$ cat src/rtl/ahd_pkg.sv
// ----------------------------------------------------------------------------
// ahd_pkg
// Shared types, constants and the byte-wide crc update for the ax.25 hdlc
// deframer.
// ----------------------------------------------------------------------------
package ahd_pkg;

  localparam int unsigned APB_AW = 3;
  localparam int unsigned APB_DW = 32;

  // register word index, taken from paddr[2]
  localparam logic REG_MIN_COUNT = 1'b0;
  localparam logic REG_MAX_BITS  = 1'b1;

  localparam logic [15:0] MIN_COUNT_RESET = 16'd17;
  localparam logic [15:0] MAX_BITS_RESET  = 16'd2640;

  localparam logic [7:0]  FLAG_PATTERN = 8'h7E;
  localparam logic [15:0] CRC_INIT     = 16'hFFFF;
  localparam logic [15:0] CRC_POLY     = 16'h8408;
  localparam logic [15:0] CRC_RESIDUE  = 16'hF0B8;
  localparam logic [2:0]  STUFF_RUN    = 3'd5;
  localparam logic [15:0] DELAY_BITS   = 16'd7;
  localparam logic [15:0] COUNT_MAX    = 16'hFFFF;

  typedef enum logic [1:0] {
    KIND_DATA    = 2'd0,
    KIND_END     = 2'd1,
    KIND_DISCARD = 2'd2
  } kind_t;

  typedef struct packed {
    logic [15:0] min_count;
    logic [15:0] max_bits;
  } cfg_t;

  typedef struct packed {
    logic       valid;
    kind_t      kind;
    logic [7:0] data_byte;
    logic       crc_ok;
  } res_t;

  // reflected crc-16/x.25, one byte
  function automatic logic [15:0] crc_byte(input logic [15:0] crc, input logic [7:0] b);
    logic [15:0] c;
    c = crc ^ {8'h00, b};
    for (int k = 0; k < 8; k++) begin
      c = c[0] ? ((c >> 1) ^ CRC_POLY) : (c >> 1);
    end
    return c;
  endfunction

endpackage

$ cat src/rtl/ahd_cfg.sv
// ----------------------------------------------------------------------------
// ahd_cfg
// APB register file: frame length limits.
// ----------------------------------------------------------------------------
module ahd_cfg (
  input  logic                       clk,
  input  logic                       rst,
  input  logic                       psel,
  input  logic                       penable,
  input  logic                       pwrite,
  input  logic [ahd_pkg::APB_AW-1:0] paddr,
  input  logic [ahd_pkg::APB_DW-1:0] pwdata,
  output logic [ahd_pkg::APB_DW-1:0] prdata,
  output logic                       pready,
  output ahd_pkg::cfg_t              cfg
);
  import ahd_pkg::*;

  logic        wr_en;
  logic        reg_sel;
  logic [15:0] min_count;
  logic [15:0] max_bits;

  assign pready  = 1'b1;
  assign reg_sel = paddr[2];
  assign wr_en   = psel && penable && pwrite && pready;

  always_ff @(posedge clk) begin
    if (rst) begin
      min_count <= MIN_COUNT_RESET;
      max_bits  <= MAX_BITS_RESET;
    end else if (wr_en) begin
      unique case (reg_sel)
        REG_MIN_COUNT: min_count <= pwdata[15:0];
        REG_MAX_BITS:  max_bits  <= pwdata[15:0];
        default: ;
      endcase
    end
  end

  always_comb begin
    unique case (reg_sel)
      REG_MIN_COUNT: prdata = {16'h0000, min_count};
      REG_MAX_BITS:  prdata = {16'h0000, max_bits};
      default:       prdata = '0;
    endcase
  end

  assign cfg.min_count = min_count;
  assign cfg.max_bits  = max_bits;

endmodule

$ cat src/rtl/ahd_core.sv
// ----------------------------------------------------------------------------
// ahd_core
// Per-bit deframing state: flag hunt, delay line, unstuffer, byte packer, crc.
// ----------------------------------------------------------------------------
module ahd_core (
  input  logic          clk,
  input  logic          rst,
  input  logic          step,
  input  logic          in_bit,
  input  ahd_pkg::cfg_t cfg,
  output ahd_pkg::res_t res
);
  import ahd_pkg::*;

  logic        in_frame,    in_frame_next;
  logic [7:0]  flag_window, flag_window_next;
  logic [15:0] raw_count,   raw_count_next;
  logic [6:0]  delay_line,  delay_line_next;
  logic [2:0]  ones_run,    ones_run_next;
  logic [7:0]  byte_shift,  byte_shift_next;
  logic [2:0]  bit_index,   bit_index_next;
  logic [15:0] crc_reg,     crc_reg_next;

  logic [7:0]  win;
  logic        leaving;
  logic        stored;
  logic [7:0]  full_byte;

  always_comb begin
    win              = {in_bit, flag_window[7:1]};
    leaving          = delay_line[0];
    stored           = 1'b0;
    full_byte        = byte_shift;
    in_frame_next    = in_frame;
    flag_window_next = win;
    raw_count_next   = raw_count;
    delay_line_next  = delay_line;
    ones_run_next    = ones_run;
    byte_shift_next  = byte_shift;
    bit_index_next   = bit_index;
    crc_reg_next     = crc_reg;
    res              = '0;
    res.kind         = KIND_DATA;

    if (!in_frame) begin
      if (win == FLAG_PATTERN) begin
        in_frame_next    = 1'b1;
        flag_window_next = '0;
        raw_count_next   = '0;
        delay_line_next  = '0;
        ones_run_next    = '0;
        byte_shift_next  = '0;
        bit_index_next   = '0;
        crc_reg_next     = CRC_INIT;
      end
    end else if (raw_count > cfg.max_bits) begin
      in_frame_next = 1'b0;
      res.valid     = 1'b1;
      res.kind      = KIND_DISCARD;
    end else if (win == FLAG_PATTERN) begin
      in_frame_next = 1'b0;
      res.valid     = 1'b1;
      if (raw_count > cfg.min_count) begin
        res.kind   = KIND_END;
        res.crc_ok = (crc_reg == CRC_RESIDUE);
      end else begin
        res.kind = KIND_DISCARD;
      end
    end else begin
      delay_line_next = {in_bit, delay_line[6:1]};
      if (raw_count != COUNT_MAX) begin
        raw_count_next = raw_count + 16'd1;
      end
      if (raw_count >= DELAY_BITS) begin
        // bits after five ones are stuffing and get dropped
        if (ones_run < STUFF_RUN) begin
          stored                     = 1'b1;
          full_byte[bit_index]       = byte_shift[bit_index] | leaving;
          byte_shift_next            = full_byte;
          bit_index_next             = bit_index + 3'd1;
        end
        if (leaving) begin
          if (ones_run < STUFF_RUN) begin
            ones_run_next = ones_run + 3'd1;
          end
        end else begin
          ones_run_next = '0;
        end
        if (stored && (bit_index == 3'd7)) begin
          crc_reg_next    = crc_byte(crc_reg, full_byte);
          byte_shift_next = '0;
          bit_index_next  = '0;
          res.valid       = 1'b1;
          res.kind        = KIND_DATA;
          res.data_byte   = full_byte;
        end
      end
    end
  end

  always_ff @(posedge clk) begin
    if (rst) begin
      in_frame    <= 1'b0;
      flag_window <= '0;
      raw_count   <= '0;
      delay_line  <= '0;
      ones_run    <= '0;
      byte_shift  <= '0;
      bit_index   <= '0;
      crc_reg     <= CRC_INIT;
    end else if (step) begin
      in_frame    <= in_frame_next;
      flag_window <= flag_window_next;
      raw_count   <= raw_count_next;
      delay_line  <= delay_line_next;
      ones_run    <= ones_run_next;
      byte_shift  <= byte_shift_next;
      bit_index   <= bit_index_next;
      crc_reg     <= crc_reg_next;
    end
  end

endmodule

$ cat src/rtl/ax25_hdlc_deframer.sv
// ----------------------------------------------------------------------------
// ax25_hdlc_deframer
// AX.25 HDLC receive deframer with bit unstuffing and CRC-16/X.25 check.
// ----------------------------------------------------------------------------
// Input channel (in_valid/in_ready/in_bit) takes one line bit per transfer,
// in line order. Output channel (out_valid/out_ready) returns at most one
// result per input bit: kind 0 is a data byte (first bit in bit 0), kind 1
// marks a frame that ended at a flag with crc_ok set on residue 0xF0B8,
// kind 2 marks a frame discarded as too short or too long.
// A result shows on the output in the cycle after the bit that caused it
// is transferred. Throughput: one bit per cycle while no held result stalls
// the input; the deframer state and the byte-wide crc update are done in a
// single pass from the state registers into the output register.
// A held output result stalls the input only while out_ready is low; when the
// receiver takes the result the next bit is transferred in the same cycle.
// Reset (rst, synchronous) returns to flag hunting, empties the output and
// loads min_count 17 and max_bits 2640. The APB port writes the limits at
// byte addresses 0 and 4; write them only while no frame is in progress.
// ----------------------------------------------------------------------------
module ax25_hdlc_deframer (
  input  logic                       clk,
  input  logic                       rst,
  input  logic                       psel,
  input  logic                       penable,
  input  logic                       pwrite,
  input  logic [ahd_pkg::APB_AW-1:0] paddr,
  input  logic [ahd_pkg::APB_DW-1:0] pwdata,
  output logic [ahd_pkg::APB_DW-1:0] prdata,
  output logic                       pready,
  input  logic                       in_valid,
  output logic                       in_ready,
  input  logic                       in_bit,
  output logic                       out_valid,
  input  logic                       out_ready,
  output logic [1:0]                 kind,
  output logic [7:0]                 data_byte,
  output logic                       crc_ok
);
  import ahd_pkg::*;

  cfg_t       cfg;
  res_t       core_res;
  logic       step;
  kind_t      out_kind;
  logic [7:0] out_byte;
  logic       out_ok;

  ahd_cfg u_cfg (
    .clk     (clk),
    .rst     (rst),
    .psel    (psel),
    .penable (penable),
    .pwrite  (pwrite),
    .paddr   (paddr),
    .pwdata  (pwdata),
    .prdata  (prdata),
    .pready  (pready),
    .cfg     (cfg)
  );

  assign in_ready = !out_valid || out_ready;
  assign step     = in_valid && in_ready;

  ahd_core u_core (
    .clk    (clk),
    .rst    (rst),
    .step   (step),
    .in_bit (in_bit),
    .cfg    (cfg),
    .res    (core_res)
  );

  always_ff @(posedge clk) begin
    if (rst) begin
      out_valid <= 1'b0;
    end else if (step && core_res.valid) begin
      out_valid <= 1'b1;
    end else if (out_ready) begin
      out_valid <= 1'b0;
    end
  end

  // payload needs no reset
  always_ff @(posedge clk) begin
    if (step && core_res.valid) begin
      out_kind <= core_res.kind;
      out_byte <= core_res.data_byte;
      out_ok   <= core_res.crc_ok;
    end
  end

  assign kind      = out_kind;
  assign data_byte = out_byte;
  assign crc_ok    = out_ok;

  a_result_loads: assert property (@(posedge clk) disable iff (rst)
    (step && core_res.valid) |=> out_valid)
    else $error("result from accepted bit not presented");

  a_ready_when_empty: assert property (@(posedge clk) disable iff (rst)
    !out_valid |-> in_ready)
    else $error("input stalled with empty output register");

  a_byte_only_on_data: assert property (@(posedge clk) disable iff (rst)
    (out_valid && (out_kind != KIND_DATA)) |-> (out_byte == 8'h00))
    else $error("nonzero data byte on frame status result");

  a_crc_ok_only_on_end: assert property (@(posedge clk) disable iff (rst)
    (out_valid && out_ok) |-> (out_kind == KIND_END))
    else $error("crc_ok set outside frame end result");

endmodule

$ cat config.mk
export PLATFORM = sky130hd
export DESIGN_NAME = ax25_hdlc_deframer
export DESIGN_NICKNAME = d
export VERILOG_FILES = /design/src/rtl/ahd_pkg.sv /design/src/rtl/ahd_cfg.sv /design/src/rtl/ahd_core.sv /design/src/rtl/ax25_hdlc_deframer.sv
export SDC_FILE = /design/constraint.sdc
export NUM_CORES = 1
export LEC_CHECK = 0
export ABC_AREA = 1
export BUFFER_PORTS_ARGS = -buffer_cell sky130_fd_sc_hd__buf_2
export CAP_MARGIN = 20
export CORE_MARGIN = 2
export CORE_UTILIZATION = 51
export DETAILED_ROUTE_END_ITERATION = 8
export HOLD_SLACK_MARGIN = 0.03
export PLACE_DENSITY = 0.79
export SYNTH_ARGS = -nofsm -noshare
export SYNTH_HDL_FRONTEND = slang
export SYNTH_SLANG_ARGS = --single-unit
$ cat constraint.sdc
create_clock -name clk -period 3.2 [get_ports clk]
set_clock_uncertainty 0.2 [all_clocks]
set_input_delay 0.32 -clock clk [delete_from_list [all_inputs] [get_ports clk]]
set_output_delay 0.32 -clock clk [all_outputs]
set_load 0.02 [all_outputs]
==> run_results.csv <==
group,metric,value,unit
status,status,"finished clean",
sta,fin_crit_sh,0.871,
floorplan,die_h,116,µm
floorplan,start_util,0.526,
synth,syn_inst,913,
final_layout,layout_commonest_cell,"nand2_1",
final_layout,seq_area,0.00221,mm²
power,p_sw,0.694,mW
synth,syn_area,0.00634,mm²
final_layout,final_area,0.00706,mm²
route,via_per_inst,5.34,
clock_tree,path_clk_slew,0.07,ns
synth,async_reset_ff_frac,0,
power,p_clk_frac,0.422,
job,cap_violations,0,
route,wire_per_inst,13.3,µm
final_layout,antennaDiodeCount,0,
sta,setup_viol,0,
clock_tree,cts_setup_buffers,0,
synth,yosysUniqueCellTypes,48,
setup_path,cp.required,3.25,ns
setup_path,worstPathArrival,2.84,ns
sta,worst_slew_pin_slew,0.782,ns
final_layout,stdcell_count,1134,
final_layout,fin_nets,1042,
power,cell_internal_pwr,2.07,mW
final_layout,syn_to_final_growth,11.3,%
final_layout,fillCellCount,1111,
final_layout,multi_input_comb_area,0.00357,mm²
sta,fin_ws,0.413,ns
synth,ys_ff_latch,105,
sta,relSlewSlack,0.478,
sta,period_needed,2.79,ns
global_route,grt-ovfl-total,0,
power,irDropWorstVdd,271,µV
synth,syn_area_per_cell,6.95,µm²
clock_tree,root_buffer,"clkbuf_16",
placed_design,globalplace.congestion,0.872,
placed_design,port-buffer-count,53,
clock_tree,htreeDepth,3,
floorplan,core-area,0.0121,mm²
sta,drv_slew,0,
placed_design,dp_hpwl,11000,µm
clock_tree,clk_latency,0.36,ns
route,drc,0,
route,totalWireLength,15100,µm
sta,hold_viol,0,
final_layout,layout_common_cells,"nand2_1, a21oi_1, dfxtp_1, inv_1, nand3_1",
route,vias,6060,
setup_path,crit_type,"flop to flop",
placed_design,dpl.cell_count,1112,
power,seq_power_share,0.489,
global_route,grtUsageTotal,0.241,
clock_tree,tritoncts,"done",
clock_tree,clock-sinks,105,
clock_tree,numCtsBuffers,9,
power,power.leakage,3.12,nW
synth,ys.flop_type,"dfxtp_1",
worst_hold_path,min_path_type,"input port to flop",
floorplan,rows,40,
placed_design,placed_area,0.00669,mm²
floorplan,ios,89,
sta,hold_slack,0.0448,ns
route,drt_iter0_drc,449,
global_route,grt_pass1_wl,26000,µm
sta,max_freq,0.359,GHz
final_layout,drive_gt1_frac,0.115,
sta,tns,0,ns
setup_path,end_kind,"flop",
setup_path,cp_slowest_cell,"dfxtp_1",
power,swShare,0.251,
power,comb_power_share,0.089,
power,p_per_area,392,mW/mm²
synth,ys_warn_count,0,
global_route,grt_pass1_vias,5786,
setup_path,max_stage_delay,0.52,ns
synth,synth_edf_count,11,
global_route,antenna_found_initial,0,
setup_path,path_cells,"ha_1, a21oi_1, o21ai_0, nor2_1, nand2_1, nand3_2, nand2_2, nor2_4, inv_1, a21oi_1, nand2_1",
setup_path,startpoint_type,"flop",
sta,rsz0062_at_grt,"false",
synth,synth_seq_area_share,0.349,
route,ant_nets,0,
clock_tree,ctsResizeCount,0,
placed_design,pre_cts_slack,0.310,ns
floorplan,die-area,0.0133,mm²
route,firstDrtPassIters,5,
global_route,grt_max_degree,48,
clock_tree,clk_path_buf_depth,2,
floorplan,die_x,116,µm
setup_path,worst-path-max-fanout,13,
-- worst paths after layout --
check / startpoint / to / slack, ns / depth (start not counted)
setup reg to reg: u_core.raw_count[13] / u_core.crc_reg[7] / 0.41 / 11
setup / recovery: u_core.raw_count[13] / u_core.crc_reg[7] / 0.41 / 11
hold reg to reg: u_core.flag_window[7] / u_core.flag_window[6] / 0.27 / 2
hold / removal: pwdata[7] / u_cfg.min_count[7] / 0.04 / 3
-- cell usage after synthesis, types with 10 or more instances --
master | count | area share
nor2_1 | 73 | 0.043
inv_1 | 88 | 0.052
edfxtp_1 | 11 | 0.052
buf_4 | 18 | 0.021
o21ai_0 | 66 | 0.052
nand3_1 | 77 | 0.061
dfxtp_1 | 94 | 0.30
nand4_1 | 10 | 0.0099
clkbuf_1 | 22 | 0.013
ha_1 | 38 | 0.075
nand2_1 | 219 | 0.13
a21oi_1 | 101 | 0.080
-- layout make-up --
type,count,area share
flip-flops and latches,105,0.313
clock buffers,11,0.0358
well taps,168,0.0298
repair buffers,69,0.0563
inverters,94,0.0503
multi-input cells,682,0.506
clock inverters,5,0.00886
-- cells by family (layout without fill, tap and decap cells) --
kind of cell               after synthesis  count (layout)  share of synthesized area
and+or+nand+nor                        430             431                      0.310
AOI/OAI and AO/OA                      183             183                      0.149
buffers and inverters                  142             179                     0.0982
DFF                                    105             105                      0.349
adders and majority gates               38              38                     0.0750
xor gates and xnor gates                13              13                     0.0179
other                                    2              17                    0.00118
-- worst max-delay path: cells and delay by family (launching register included) --
kind	cells	cell delay, ns
buf+inv	1	0.23
simple gates	6	0.95
fa+ha+maj	1	0.32
flops	1	0.52
compound gates	3	0.45
-- stage by stage --
step           utilization  total power [mW]
4_1_cts              0.585              2.79
2_1_floorplan            -              1.57
5_1_grt              0.585              2.86
3_5_place_dp         0.555              1.62
3_3_place_gp         0.555              1.62
6_report             0.585              2.77
-- metal layers --
metal  vias up  GRT usage  wire [µm]
met5         -          0          0
met4         0     0.0908        341
met3        33     0.0523        694
met2       166      0.411       7220
met1      2776      0.298       6840
li1       3085          -          -
-- power by group through the flow --
stage | Combinational [mW] | Sequential, mW | Clock [mW]
after floorplan | 0.184 | 1.38 | 0
after global routing | 0.275 | 1.36 | 1.23
after CTS | 0.244 | 1.35 | 1.19
after global placement | 0.234 | 1.38 | 0
final | 0.246 | 1.35 | 1.17
after detailed placement | 0.237 | 1.38 | 0
-- timing repair --
action                                 4_1_cts  5_1_grt
endpoints found under the hold margin        7        0
setup endpoints to repair                    0        5
hold buffers                                 5        0
Power figures use the tool's default switching activity.
